$ cat config.mk
export PLATFORM = sky130hd
export DESIGN_NAME = line_position_steering
export DESIGN_NICKNAME = d
export VERILOG_FILES = /design/src/rtl/core/lps_pkg.sv /design/src/rtl/core/lps_tracker.sv /design/src/rtl/core/lps_rules.sv /design/src/rtl/core/line_position_steering.sv
export SDC_FILE = /design/constraint.sdc
export NUM_CORES = 1
export LEC_CHECK = 0
export ABC_CLOCK_PERIOD_IN_PS = 5600
export BUFFER_PORTS_ARGS = -buffer_cell sky130_fd_sc_hd__buf_2
export CAP_MARGIN = 40
export CORE_MARGIN = 2
export CORE_UTILIZATION = 50
export DETAILED_ROUTE_END_ITERATION = 8
export PLACE_DENSITY_LB_ADDON = 0.1
export SYNTH_ARGS = -nofsm -noshare
export SYNTH_HDL_FRONTEND = slang
export SYNTH_SLANG_ARGS = --single-unit
$ cat constraint.sdc
create_clock -name clk -period 5.6 [get_ports clk]
set_clock_uncertainty 0.15 [all_clocks]
set_input_delay 0.84 -clock clk [delete_from_list [all_inputs] [get_ports clk]]
set_output_delay 0.84 -clock clk [all_outputs]
set_load 0.01 [all_outputs]
$ cat src/rtl/core/lps_pkg.sv
// Shared types, constants and command table for the line position steering block.
`timescale 1ns / 1ps

package lps_pkg;

  // Field widths fixed by the interface
  localparam int PIXEL_W  = 8;
  localparam int ROW_W    = 11;
  localparam int MARGIN_W = 10;
  localparam int DRIVE_W  = 9;
  localparam int TIME_W   = 8;
  localparam int CFG_IDX_W  = 2;
  localparam int CFG_DATA_W = 11;

  // Configuration register indexes
  typedef enum logic [CFG_IDX_W-1:0] {
    REG_DARK_LEVEL    = 2'd0,
    REG_ROW_WIDTH     = 2'd1,
    REG_WIDE_MARGIN   = 2'd2,
    REG_NARROW_MARGIN = 2'd3
  } cfg_reg_t;

  // Configuration reset values
  localparam logic [PIXEL_W-1:0]  DARK_LEVEL_RST    = 8'd65;
  localparam logic [ROW_W-1:0]    ROW_WIDTH_RST     = 11'd640;
  localparam logic [MARGIN_W-1:0] WIDE_MARGIN_RST   = 10'd80;
  localparam logic [MARGIN_W-1:0] NARROW_MARGIN_RST = 10'd40;

  // Steering rules, in priority order
  localparam int NUM_RULES = 5;
  localparam int RULE_W    = 3;

  typedef enum logic [RULE_W-1:0] {
    RULE_STRAIGHT   = 3'd0,
    RULE_SOFT_LEFT  = 3'd1,
    RULE_SOFT_RIGHT = 3'd2,
    RULE_TURN_RIGHT = 3'd3,
    RULE_TURN_LEFT  = 3'd4
  } rule_t;

  // Motor speeds
  localparam logic signed [DRIVE_W-1:0] LEFT_FULL   = -9'sd150;
  localparam logic signed [DRIVE_W-1:0] RIGHT_FULL  = -9'sd140;
  localparam logic signed [DRIVE_W-1:0] DRIVE_SOFT  = -9'sd75;
  localparam logic signed [DRIVE_W-1:0] DRIVE_STOP  = 9'sd0;
  localparam logic [TIME_W-1:0]         MOVE_TIME   = 8'd25;

  typedef struct packed {
    logic signed [DRIVE_W-1:0] left;
    logic signed [DRIVE_W-1:0] right;
  } drive_t;

  // Motor command for each rule
  function automatic drive_t rule_drive(input rule_t r);
    drive_t d;
    case (r)
      RULE_STRAIGHT:   begin d.left = LEFT_FULL;  d.right = RIGHT_FULL; end
      RULE_SOFT_LEFT:  begin d.left = DRIVE_SOFT; d.right = RIGHT_FULL; end
      RULE_SOFT_RIGHT: begin d.left = LEFT_FULL;  d.right = DRIVE_SOFT; end
      RULE_TURN_RIGHT: begin d.left = DRIVE_STOP; d.right = RIGHT_FULL; end
      RULE_TURN_LEFT:  begin d.left = LEFT_FULL;  d.right = DRIVE_STOP; end
      default:         begin d.left = DRIVE_STOP; d.right = DRIVE_STOP; end
    endcase
    return d;
  endfunction

endpackage

$ cat src/rtl/core/lps_tracker.sv
// Pixel tracker: column counter, first/last dark column, row summary register.
`timescale 1ns / 1ps

module lps_tracker #(
  parameter int MAX_COLUMNS = 1024,
  localparam int CNT_W = $clog2(MAX_COLUMNS + 1),
  localparam int POS_W = $clog2(MAX_COLUMNS)
) (
  input  logic                         clk,
  input  logic                         rst_n,
  input  logic [lps_pkg::PIXEL_W-1:0]  dark_level,
  input  logic [lps_pkg::ROW_W-1:0]    row_width,
  input  logic                         in_valid,
  output logic                         in_ready,
  input  logic [lps_pkg::PIXEL_W-1:0]  in_gray_pixel,
  input  logic                         in_row_end,
  output logic                         sum_valid,
  input  logic                         sum_ready,
  output logic [POS_W-1:0]             sum_first,
  output logic [POS_W-1:0]             sum_last
);
  import lps_pkg::*;

  localparam int CMP_W = (CNT_W > ROW_W) ? CNT_W : ROW_W;

  logic [CNT_W-1:0] col_r, col_nxt;
  logic [POS_W-1:0] first_r, first_nxt, last_r, last_nxt;
  logic             seen_r, seen_nxt;
  logic             sum_valid_r, sum_valid_nxt;
  logic [POS_W-1:0] sum_first_r, sum_last_r;

  logic             accept, in_range, hit, seen_upd;
  logic [POS_W-1:0] pos, first_upd, last_upd;

  // Only a row-end pixel needs the summary slot free (or draining)
  assign in_ready = !in_row_end || !sum_valid_r || sum_ready;
  assign accept   = in_valid && in_ready;

  // Dark pixel inside the usable part of the row
  assign in_range  = (CMP_W'(col_r) < CMP_W'(row_width)) && (col_r < CNT_W'(MAX_COLUMNS));
  assign hit       = in_range && (in_gray_pixel <= dark_level);
  assign pos       = col_r[POS_W-1:0];
  assign first_upd = (hit && !seen_r) ? pos : first_r;
  assign last_upd  = hit ? pos : last_r;
  assign seen_upd  = seen_r || hit;

  // Row state update; cleared at row end
  always_comb begin
    col_nxt   = col_r;
    first_nxt = first_r;
    last_nxt  = last_r;
    seen_nxt  = seen_r;
    if (accept) begin
      if (in_row_end) begin
        col_nxt   = '0;
        first_nxt = '0;
        last_nxt  = '0;
        seen_nxt  = 1'b0;
      end else begin
        if (col_r < CNT_W'(MAX_COLUMNS)) begin
          col_nxt = col_r + CNT_W'(1);
        end
        first_nxt = first_upd;
        last_nxt  = last_upd;
        seen_nxt  = seen_upd;
      end
    end
  end

  // Summary handoff: only rows with a dark pixel produce one
  always_comb begin
    sum_valid_nxt = sum_valid_r;
    if (accept && in_row_end && seen_upd) begin
      sum_valid_nxt = 1'b1;
    end else if (sum_ready) begin
      sum_valid_nxt = 1'b0;
    end
  end

  always_ff @(posedge clk) begin
    if (!rst_n) begin
      col_r       <= '0;
      first_r     <= '0;
      last_r      <= '0;
      seen_r      <= 1'b0;
      sum_valid_r <= 1'b0;
    end else begin
      col_r       <= col_nxt;
      first_r     <= first_nxt;
      last_r      <= last_nxt;
      seen_r      <= seen_nxt;
      sum_valid_r <= sum_valid_nxt;
    end
  end

  // Summary payload
  always_ff @(posedge clk) begin
    if (accept && in_row_end) begin
      sum_first_r <= first_upd;
      sum_last_r  <= last_upd;
    end
  end

  assign sum_valid = sum_valid_r;
  assign sum_first = sum_first_r;
  assign sum_last  = sum_last_r;

endmodule

$ cat src/rtl/core/lps_rules.sv
// Steering rules: offsets from the middle, rule selection, result register.
`timescale 1ns / 1ps

module lps_rules #(
  parameter int MAX_COLUMNS = 1024,
  localparam int POS_W = $clog2(MAX_COLUMNS)
) (
  input  logic                                clk,
  input  logic                                rst_n,
  input  logic [lps_pkg::ROW_W-1:0]           row_width,
  input  logic [lps_pkg::MARGIN_W-1:0]        wide_margin,
  input  logic [lps_pkg::MARGIN_W-1:0]        narrow_margin,
  input  logic                                sum_valid,
  output logic                                sum_ready,
  input  logic [POS_W-1:0]                    sum_first,
  input  logic [POS_W-1:0]                    sum_last,
  output logic                                out_valid,
  input  logic                                out_ready,
  output logic signed [lps_pkg::DRIVE_W-1:0]  out_left_drive,
  output logic signed [lps_pkg::DRIVE_W-1:0]  out_right_drive,
  output logic [lps_pkg::TIME_W-1:0]          out_move_time,
  output logic                                out_final_command
);
  import lps_pkg::*;

  // Signed width that holds any offset and margin
  localparam int DW = ((POS_W > MARGIN_W) ? POS_W : MARGIN_W) + 2;
  localparam logic signed [DW-1:0] ZERO_S = '0;

  logic signed [DW-1:0] mid_s, first_s, last_s, left_s, right_s, wide_s, narrow_s;
  logic [NUM_RULES-1:0] hits;
  rule_t                rule_a, rule_b, rule_sel;
  logic                 found_a, found_b;
  logic                 load_ok, load, last_cmd;
  drive_t               drv;

  logic                      phase_r, phase_nxt;
  logic                      out_valid_r, out_valid_nxt;
  logic signed [DRIVE_W-1:0] left_r, right_r;
  logic                      final_r;

  // Offsets of the dark span from the middle column
  assign mid_s    = $signed({{(DW - ROW_W + 1){1'b0}}, row_width[ROW_W-1:1]});
  assign first_s  = $signed({{(DW - POS_W){1'b0}}, sum_first});
  assign last_s   = $signed({{(DW - POS_W){1'b0}}, sum_last});
  assign wide_s   = $signed({{(DW - MARGIN_W){1'b0}}, wide_margin});
  assign narrow_s = $signed({{(DW - MARGIN_W){1'b0}}, narrow_margin});
  assign left_s   = mid_s - first_s;
  assign right_s  = last_s - mid_s;

  // Rule tests, all strict and signed
  assign hits[RULE_STRAIGHT]   = (left_s > wide_s) && (right_s > wide_s);
  assign hits[RULE_SOFT_LEFT]  = (left_s > narrow_s) && (left_s < wide_s);
  assign hits[RULE_SOFT_RIGHT] = (right_s > narrow_s) && (right_s < wide_s);
  assign hits[RULE_TURN_RIGHT] = (left_s < narrow_s) && (right_s > ZERO_S);
  assign hits[RULE_TURN_LEFT]  = (left_s > ZERO_S) && (right_s < narrow_s);

  // First two rules that hold, in priority order
  always_comb begin
    rule_a  = RULE_STRAIGHT;
    rule_b  = RULE_STRAIGHT;
    found_a = 1'b0;
    found_b = 1'b0;
    for (int i = 0; i < NUM_RULES; i++) begin
      if (hits[i]) begin
        if (!found_a) begin
          rule_a  = rule_t'(RULE_W'(i));
          found_a = 1'b1;
        end else if (!found_b) begin
          rule_b  = rule_t'(RULE_W'(i));
          found_b = 1'b1;
        end
      end
    end
  end

  // Command sequencing: phase 0 sends the first hit, phase 1 the second
  assign load_ok  = !out_valid_r || out_ready;
  assign rule_sel = phase_r ? rule_b : rule_a;
  assign last_cmd = phase_r || !found_b;
  assign load     = sum_valid && found_a && load_ok;
  assign drv      = rule_drive(rule_sel);

  always_comb begin
    sum_ready = 1'b0;
    phase_nxt = phase_r;
    if (sum_valid && !found_a) begin
      sum_ready = 1'b1;
      phase_nxt = 1'b0;
    end else if (load) begin
      sum_ready = last_cmd;
      phase_nxt = !last_cmd;
    end
  end

  // Result register valid
  always_comb begin
    out_valid_nxt = out_valid_r;
    if (load) begin
      out_valid_nxt = 1'b1;
    end else if (out_ready) begin
      out_valid_nxt = 1'b0;
    end
  end

  always_ff @(posedge clk) begin
    if (!rst_n) begin
      phase_r     <= 1'b0;
      out_valid_r <= 1'b0;
    end else begin
      phase_r     <= phase_nxt;
      out_valid_r <= out_valid_nxt;
    end
  end

  // Result payload
  always_ff @(posedge clk) begin
    if (load) begin
      left_r  <= drv.left;
      right_r <= drv.right;
      final_r <= last_cmd;
    end
  end

  assign out_valid         = out_valid_r;
  assign out_left_drive    = left_r;
  assign out_right_drive   = right_r;
  assign out_move_time     = MOVE_TIME;
  assign out_final_command = final_r;

endmodule

$ cat src/rtl/core/line_position_steering.sv
// Top level of the line position steering block.
`timescale 1ns / 1ps

// Line position steering.
// Input channel (in_valid/in_ready): one gray pixel per item, in scan order;
// in_row_end marks the last pixel of a row. Pixels at or below dark_level are
// line; columns at or beyond row_width (or MAX_COLUMNS) are ignored.
// Result channel (out_valid/out_ready): zero to two motor commands per row,
// produced after the row-end pixel; out_final_command marks the last one.
// A row without a dark pixel yields nothing.
// Config port: cfg_we writes cfg_wdata into register cfg_index at the clock
// edge; write it only while the block is idle.
// Path: the row-end pixel goes into the row summary register, then into the
// result register, where out_valid rises; a held result delays that load.
// Throughput: one pixel per cycle; the per-pixel tracker is a compare and a
// counter update. Only a row-end pixel can wait, while the row summary is
// held; with two commands it is held until the second one is loaded.
// Reset: synchronous, active low; clears row state, pending results and sets
// the registers to dark_level 65, row_width 640, wide 80, narrow 40.
// Stall: a held result keeps its payload; pixels keep flowing, only a row-end
// pixel waits while the row summary register is still full.
module line_position_steering #(
  parameter int MAX_COLUMNS = 1024
) (
  input  logic                                clk,
  input  logic                                rst_n,
  input  logic                                cfg_we,
  input  logic [lps_pkg::CFG_IDX_W-1:0]       cfg_index,
  input  logic [lps_pkg::CFG_DATA_W-1:0]      cfg_wdata,
  input  logic                                in_valid,
  output logic                                in_ready,
  input  logic [lps_pkg::PIXEL_W-1:0]         in_gray_pixel,
  input  logic                                in_row_end,
  output logic                                out_valid,
  input  logic                                out_ready,
  output logic signed [lps_pkg::DRIVE_W-1:0]  out_left_drive,
  output logic signed [lps_pkg::DRIVE_W-1:0]  out_right_drive,
  output logic [lps_pkg::TIME_W-1:0]          out_move_time,
  output logic                                out_final_command
);
  import lps_pkg::*;

  localparam int POS_W = $clog2(MAX_COLUMNS);

  logic [PIXEL_W-1:0]  dark_level_r;
  logic [ROW_W-1:0]    row_width_r;
  logic [MARGIN_W-1:0] wide_margin_r, narrow_margin_r;

  logic             sum_valid, sum_ready;
  logic [POS_W-1:0] sum_first, sum_last;

  // Configuration registers
  always_ff @(posedge clk) begin
    if (!rst_n) begin
      dark_level_r    <= DARK_LEVEL_RST;
      row_width_r     <= ROW_WIDTH_RST;
      wide_margin_r   <= WIDE_MARGIN_RST;
      narrow_margin_r <= NARROW_MARGIN_RST;
    end else if (cfg_we) begin
      case (cfg_reg_t'(cfg_index))
        REG_DARK_LEVEL:    dark_level_r    <= cfg_wdata[PIXEL_W-1:0];
        REG_ROW_WIDTH:     row_width_r     <= cfg_wdata[ROW_W-1:0];
        REG_WIDE_MARGIN:   wide_margin_r   <= cfg_wdata[MARGIN_W-1:0];
        REG_NARROW_MARGIN: narrow_margin_r <= cfg_wdata[MARGIN_W-1:0];
        default: ;
      endcase
    end
  end

  lps_tracker #(
    .MAX_COLUMNS(MAX_COLUMNS)
  ) u_tracker (
    .clk           (clk),
    .rst_n         (rst_n),
    .dark_level    (dark_level_r),
    .row_width     (row_width_r),
    .in_valid      (in_valid),
    .in_ready      (in_ready),
    .in_gray_pixel (in_gray_pixel),
    .in_row_end    (in_row_end),
    .sum_valid     (sum_valid),
    .sum_ready     (sum_ready),
    .sum_first     (sum_first),
    .sum_last      (sum_last)
  );

  lps_rules #(
    .MAX_COLUMNS(MAX_COLUMNS)
  ) u_rules (
    .clk               (clk),
    .rst_n             (rst_n),
    .row_width         (row_width_r),
    .wide_margin       (wide_margin_r),
    .narrow_margin     (narrow_margin_r),
    .sum_valid         (sum_valid),
    .sum_ready         (sum_ready),
    .sum_first         (sum_first),
    .sum_last          (sum_last),
    .out_valid         (out_valid),
    .out_ready         (out_ready),
    .out_left_drive    (out_left_drive),
    .out_right_drive   (out_right_drive),
    .out_move_time     (out_move_time),
    .out_final_command (out_final_command)
  );

endmodule

==> impl_metrics.csv, run 1 <==
group,metric,value,unit
run_status,status,"completed",
timing,hold_violations,0,
route,met3_length,507,um
route,drtAntennaViolNets,0,
finish,layout-drive-gt1-share,0.1521,
global_routing,grtUsageTotal,0.2391,
place,dp_hpwl,12880,um
critical_path,path_cells,"inv_1 -> ha_1 -> inv_1 -> fa_2 -> a21o_1 -> a21oi_2 -> o21ai_1 -> a31oi_1 -> xor2_1 -> inv_1 -> ha_4 -> and3_4 -> nand4_1 -> a21oi_1 -> a2111o_1 -> and4b_2 -> or3_4 -> o311ai_4 -> nor3_4 -> nand2_1 -> buf_2",
timing,fin_tns_setup,0,ns
synth,yosysTopAreaCell,"dfxtp_1",
route,wl_met1,7475,um
timing,post-route-worst-setup-slack,0.04501,ns
timing,hold_ws,0.3199,ns
synth,syn_avg_cell_area,8.729,um^2
die,die_width,119.5,um
run,drv_cap,0,
critical_path,end_kind,"output pin",
finish,layout_common_cells,"nand2_1, ha_1, dfxtp_1, inv_1, nor2_1",
timing,rsz0062_at_grt,"true",
synth,synth.top_cell.area_share,0.2221,
critical_path,worst_path_largest_cell_delay,0.41,ns
route,wl_met2,8170,um
clock_network,ctsHtreeMaxLevel,3,
route,routed.top_layer,"met4",
finish,design_area,7594,um^2
clock_network,ctsHoldBuffers,0,
finish,area_growth_syn_to_layout,13.86,%
critical_path,cpMostUsedCell,"inv_1",
hold_path,hp-class,"reg2reg",
route,wl_per_cell,16.70,um
finish,layout_commonest_cell,"nand2_1",
timing,post-route-min-period,5.555,ns
clock_network,clkTransAtPathRegs,0.07,ns
critical_path,critical_path_class,"reg2out",
pwr,clkPwrFrac,0.342,
die,fp.dieH,119.5,um
synth,synthesis.area,6669,um^2
pwr,cellPowerDensity,252.2,nW/um^2
synth,ys.flop_type,"dfxtp_1",
timing,final-setup-viol-count,0,
clock_network,cts_tree,"yes",
route,wl,16550,um
synth,syn_inst,764,
place,routabilityCongestion,0.9210,
timing,finalCritPeriodShare,0.9920,
synth,synth-seq-cells,101,
critical_path,slowest_stage,"or3_4",
synth,synthDistinctLibCells,67,
pwr,pwr-share-comb,0.246,
clock_network,cts_sinks,101,
route,dr.pass1.iters,5,
global_routing,grt_pass1_vias,5329,
die,pin_count,56,
critical_path,worstPathArrival,4.56,ns
place,place_area,7032,um^2
die,fp.dieArea,14280,um^2
global_routing,grt_max_degree,53,
critical_path,crit_fanout,4,
global_routing,antenna_found_initial,0,
global_routing,grt_overflow,0,
clock_network,cts_made_buffers,9,
pwr,switchingPower,576.7,uW
global_routing,grt_pass1_wl,26860,um
pwr,p_total,1915,uW
pwr,internal_power,1339,uW
pwr,vdd_drop_max,166.5,uV
route,drtIter0Drc,274,
pwr,p_seq_frac,0.412,
clock_network,cts_root_buf,"clkbuf_16",
route,via_per_inst,5.537,
synth,synth_area_leaders,"dfxtp_1, ha_1, edfxtp_1, nand2_1, inv_1",
synth,ys.warnings.count,0,
die,rows,42,
finish,final_nets,918,
timing,worstMarginPinSlew,0.8783,ns
synth,yosysSeqAreaShare,0.3437,
hold_path,hold-path-cell-count,2,
pwr,switching_share,0.3011,
clock_network,clock_latency,0.36,ns
pwr,leakagePower,0.003211,uW
route,vias,5487,
die,start_util,0.5076,
critical_path,worstPathRequired,4.61,ns
route,drcViolationCount,0,
place,io_buffers,45,
die,core,13140,um^2
synth,synthArstFlopShare,0,
timing,maxSlewHeadroom,0.4145,
clock_network,cts_buffer_depth,2,
timing,fmax,180.0,MHz
timing,maxSlewViolCount,0,
synth,synth_edf_count,27,
critical_path,rr_worst_depth,24,
place,dp_slack,-0.08047,ns
finish,antennaDiodeCount,0,
critical_path,start_kind,"flip-flop",
[flip-flops by register name, indices dropped and copies added (netlist names)]
signal                     flops
u_rules.out_right_drive        3
dark_level_r                   8
u_rules.out_valid              1
narrow_margin_r               10
u_rules.out_left_drive         3
wide_margin_r                 10
u_tracker.seen_r               1
u_tracker.last_r              10
u_tracker.sum_first           10
row_width_r                   11
u_tracker.first_r             10
u_rules.phase_r                1
u_tracker.sum_valid            1
u_tracker.sum_last            10
u_rules.out_final_command      1
u_tracker.col_r               11
[kinds of logic (layout without fill, tap and decap cells)]
logic type / after synthesis / after routing / share of synthesized area
flip-flops: 101 / 101 / 0.3437
AO/OA/AOI/OAI: 173 / 173 / 0.1752
adder cells (fa/ha/maj): 82 / 82 / 0.1557
AND/OR/NAND/NOR: 243 / 243 / 0.1762
other: 2 / 10 / 0.001126
XOR/XNOR: 18 / 18 / 0.02364
buffers and inverters: 115 / 158 / 0.07749
multiplexers: 30 / 30 / 0.04690
[worst max-delay path, delay by kind of cell, from the launching register on]
kind | cells | cell delay (ns)
and+or+nand+nor | 6 | 1.10
adders and majority gates | 3 | 0.72
AOI/OAI and AO/OA | 7 | 1.42
xor gates and xnor gates | 1 | 0.24
buffers and inverters | 4 | 0.37
DFF | 1 | 0.36
[through the flow]
| stage | util | cells |
|---|---|---|
| after CTS | 0.5703 | 986 |
| after global placement | 0.5352 | 964 |
| after global routing | 0.5780 | 991 |
| final | 0.5780 | 991 |
| after detailed placement | 0.5352 | 964 |
| after floorplan | - | 772 |
[cell usage after synthesis, drive strengths merged (6+ instances only)]
master	count
a21oi	45
inv	73
nand2	85
xor2	8
nand2b	11
nor2b	16
nor3	11
mux2i	20
xnor2	10
nand4	11
a211oi	13
nor2	60
nand3	11
edfxtp	27
or3	6
a21o	9
o211ai	12
dfxtp	74
o21ai	31
a21boi	27
clkbuf	16
ha	79
buf	26
mux2	10
[layout make-up]
cell class / count / area [um^2]
clock buffer: 11 / 275.3
clock inverter: 5 / 47.55
fill: 1221 / 5544
inverter: 73 / 274.0
multi-input combinational: 556 / 4041
sequential: 101 / 2292
tap: 176 / 220.2
timing repair buffer: 69 / 442.9
[routing by layer]
| layer | up-vias | global-route usage |
|---|---|---|
| met4 | 0 | 0.08235 |
| met3 | 28 | 0.03470 |
| li1 | 2765 | - |
| met2 | 96 | 0.4164 |
| met5 | - | 0 |
| met1 | 2598 | 0.3029 |
[power by group through the flow]
stage / combinational, uW / sequential, uW / clock (uW)
6_report: 471 / 789 / 656
4_1_cts: 449 / 789 / 669
3_3_place_gp: 405 / 805 / 0
5_1_grt: 524 / 791 / 694
2_1_floorplan: 301 / 802 / 0
3_5_place_dp: 416 / 805 / 0
[repair_timing]
action,in CTS,in global routing
endpoints found under the setup margin,1,10
pin swaps,8,12
buffers inserted,6,5
resized for setup,12,13
[final timing paths]
check / startpoint / endpoint / slack (ns)
min reg2reg: wide_margin_r[1] / wide_margin_r[1] / 0.32
max reg2reg: u_tracker.sum_last[0] / u_tracker.col_r[5] / 0.40
max: u_tracker.sum_last[0] / in_ready / 0.05
min: wide_margin_r[1] / wide_margin_r[1] / 0.32
No activity file was read; power rests on OpenSTA's default activity.
==> run 2, diff against run 1 <==
- ABC_CLOCK_PERIOD_IN_PS: 5600 -> 4650
- CORE_ASPECT_RATIO: not set -> 1.5
- clock period: 5.6 -> 4.65 ns (I/O delays scaled with it)
==> run 2 against run 1 <==
First-iteration DRC count down 4.7%. Via count up 7.5%. Final cell count up 6.0%. Sequential cell count unchanged. Sequential power up 20%. Clock power up 24%. The flow now finishes with violations (negative setup slack). Worst hold slack worse by 0.00078 ns. Register-to-register slack worse by 0.89 ns. Power up 27%. Largest power group unchanged. Non-clock buffer count up 76. Routed wire length up 14%.
==> impl_metrics.csv, run 2 (synthesis gave the netlist of run 1 again) <==
group,metric,value,unit
timing,post-route-worst-setup-slack,-0.5489,ns
place,dp_slack,-0.4268,ns
timing,worstMarginPinSlew,0.9531,ns
die,core,13020,um^2
clock_network,cts_tree,"yes",
finish,reg_top3,"row_width_r x11, u_tracker.col_r x11",
timing,maxSlewViolCount,0,
die,fp.dieArea,14300,um^2
hold_path,hp-class,"reg2reg",
clock_network,ctsHtreeMaxLevel,3,
route,drcViolationCount,0,
finish,final_cells,1050,
route,drtIter0Drc,261,
global_routing,grtUsageTotal,0.2664,
critical_path,end_kind,"output pin",
pwr,vdd_drop_max,187.4,uV
die,pin_count,56,
finish,design_area,8393,um^2
finish,area_growth_syn_to_layout,25.85,%
critical_path,critical_path_class,"reg2out",
route,vias,5898,
run,drv_cap,0,
timing,maxSlewHeadroom,0.3646,
run_status,violations,"negative setup slack",
clock_network,cts_buffer_depth,2,
critical_path,worstPathArrival,4.35,ns
timing,fin_tns_setup,-22.54,ns
critical_path,crit_fanout,3,
route,wl,18860,um
clock_network,clkTransAtPathRegs,0.08,ns
clock_network,clock_latency,0.35,ns
clock_network,cts_sinks,101,
pwr,leakagePower,0.003626,uW
global_routing,grt_max_degree,53,
route,wl_per_cell,17.96,um
place,placed_cells,1008,
clock_network,ctsHoldBuffers,0,
place,io_buffers,45,
global_routing,grt_pass1_vias,6076,
finish,final_nets,994,
pwr,switching_share,0.3085,
finish,nFillCells,1114,
global_routing,antenna_found_initial,0,
place,dp_hpwl,14070,um
timing,finalCritPeriodShare,1.118,
place,place_area,7556,um^2
pwr,clkPwrFrac,0.334,
timing,fmax,192.4,MHz
pwr,internal_power,1680,uW
timing,post-route-min-period,5.199,ns
die,fp.dieH,145.4,um
global_routing,grt_overflow,0,
finish,layout_commonest_cell,"nand2_1",
route,via_per_inst,5.617,
global_routing,grt_pass1_wl,30100,um
timing,final-setup-viol-count,55,
pwr,cellPowerDensity,289.4,nW/um^2
finish,layout_common_cells,"nand2_1, ha_1, buf_4, dfxtp_1, inv_1",
die,start_util,0.5123,
finish,antennaDiodeCount,0,
route,dr.pass1.iters,4,
pwr,p_seq_frac,0.391,
finish,layout-drive-gt1-share,0.2626,
critical_path,worstPathRequired,3.80,ns
timing,rsz0062_at_grt,"true",
timing,hold_violations,0,
route,drtAntennaViolNets,0,
die,rows,51,
clock_network,cts_made_buffers,9,
die,die_width,98.30,um
run_status,status,"finished with violations",
clock_network,cts_root_buf,"clkbuf_16",
pwr,pwr-share-comb,0.275,
finish,fin_util,0.6448,
critical_path,start_kind,"flip-flop",
pwr,switchingPower,749.4,uW
place,routabilityCongestion,0.8782,
==> run 2: changes by cell type in the layout (fill, tap and decap cells not counted), moves of 3 or more <==
cell and change:
a211oi_1 -8, a211oi_2 +8, a21oi_1 -3, a21oi_2 +3
buf_4 +56, buf_6 +17, buf_8 +5, nand2_1 -3
nor2_1 -10, nor2_2 +8
==> run 2: critical path: stages, from the launching register on <==
cell and delay, ns:
edfxtp_1 0.37, inv_1 0.07, ha_2 0.17, inv_2 0.04, fa_2 0.33, a21o_1 0.19, a21oi_2 0.15, o21ai_1 0.07
a31oi_1 0.19, xor2_1 0.24, inv_1 0.13, ha_4 0.24, and3_4 0.15, buf_4 0.12, a2111o_1 0.39, and4b_1 0.24
or3_4 0.37, o311ai_4 0.27, nor3_4 0.09, nand2_2 0.08, buf_6 0.10
==> run 2: cell type report <==
| type | count | area, um^2 | area share |
|---|---|---|---|
| clock buffers | 9 | 225.2 | 0.02683 |
| clock inverters | 7 | 100.1 | 0.01193 |
| inverters | 73 | 274.0 | 0.03265 |
| multi-input cells | 556 | 4188 | 0.4990 |
| flip-flops and latches | 101 | 2295 | 0.2734 |
| well taps | 159 | 198.9 | 0.02370 |
| repair buffers | 145 | 1112 | 0.1325 |
==> run 2: final timing paths <==
path                          from                    to  slack (ns)  cells past startpoint
max reg2reg  u_tracker.sum_last[0]  u_tracker.first_r[3]       -0.49                     25
min reg2reg     narrow_margin_r[4]    narrow_margin_r[4]        0.32                      2
max          u_tracker.sum_last[0]              in_ready       -0.55                     20
min             narrow_margin_r[4]    narrow_margin_r[4]        0.32                      2
==> run 2: repair_timing <==
item                                    in CTS  in global routing
endpoints found under the setup margin      61                 66
pin swaps                                   34                 20
buffers inserted                            23                  6
endpoints found under the hold margin        0                  0
cloned                                       6                  0
resized for setup                           64                 26
==> run 2: power groups by stage <==
stage	sequential [uW]	combinational, uW	clock [uW]
CTS	950	654	834
detailed placement	970	590	0
floorplan	966	390	0
global placement	968	571	0
finish	950	667	812
global route	953	734	854
==> run 2: metrics by stage <==
step,power [uW],hold WS (ns)
after CTS,2438,0.3232
final,2429,0.3191
after global routing,2541,0.3414
after global placement,1539,0.3052
after floorplan,1357,0.2935
after detailed placement,1560,0.3121
==> run 2: metal layers <==
layer,GRT usage,share of wire
met1,0.2676,0.37
met5,0,0
met2,0.5078,0.55
met3,0.03939,0.029
met4,0.1534,0.050
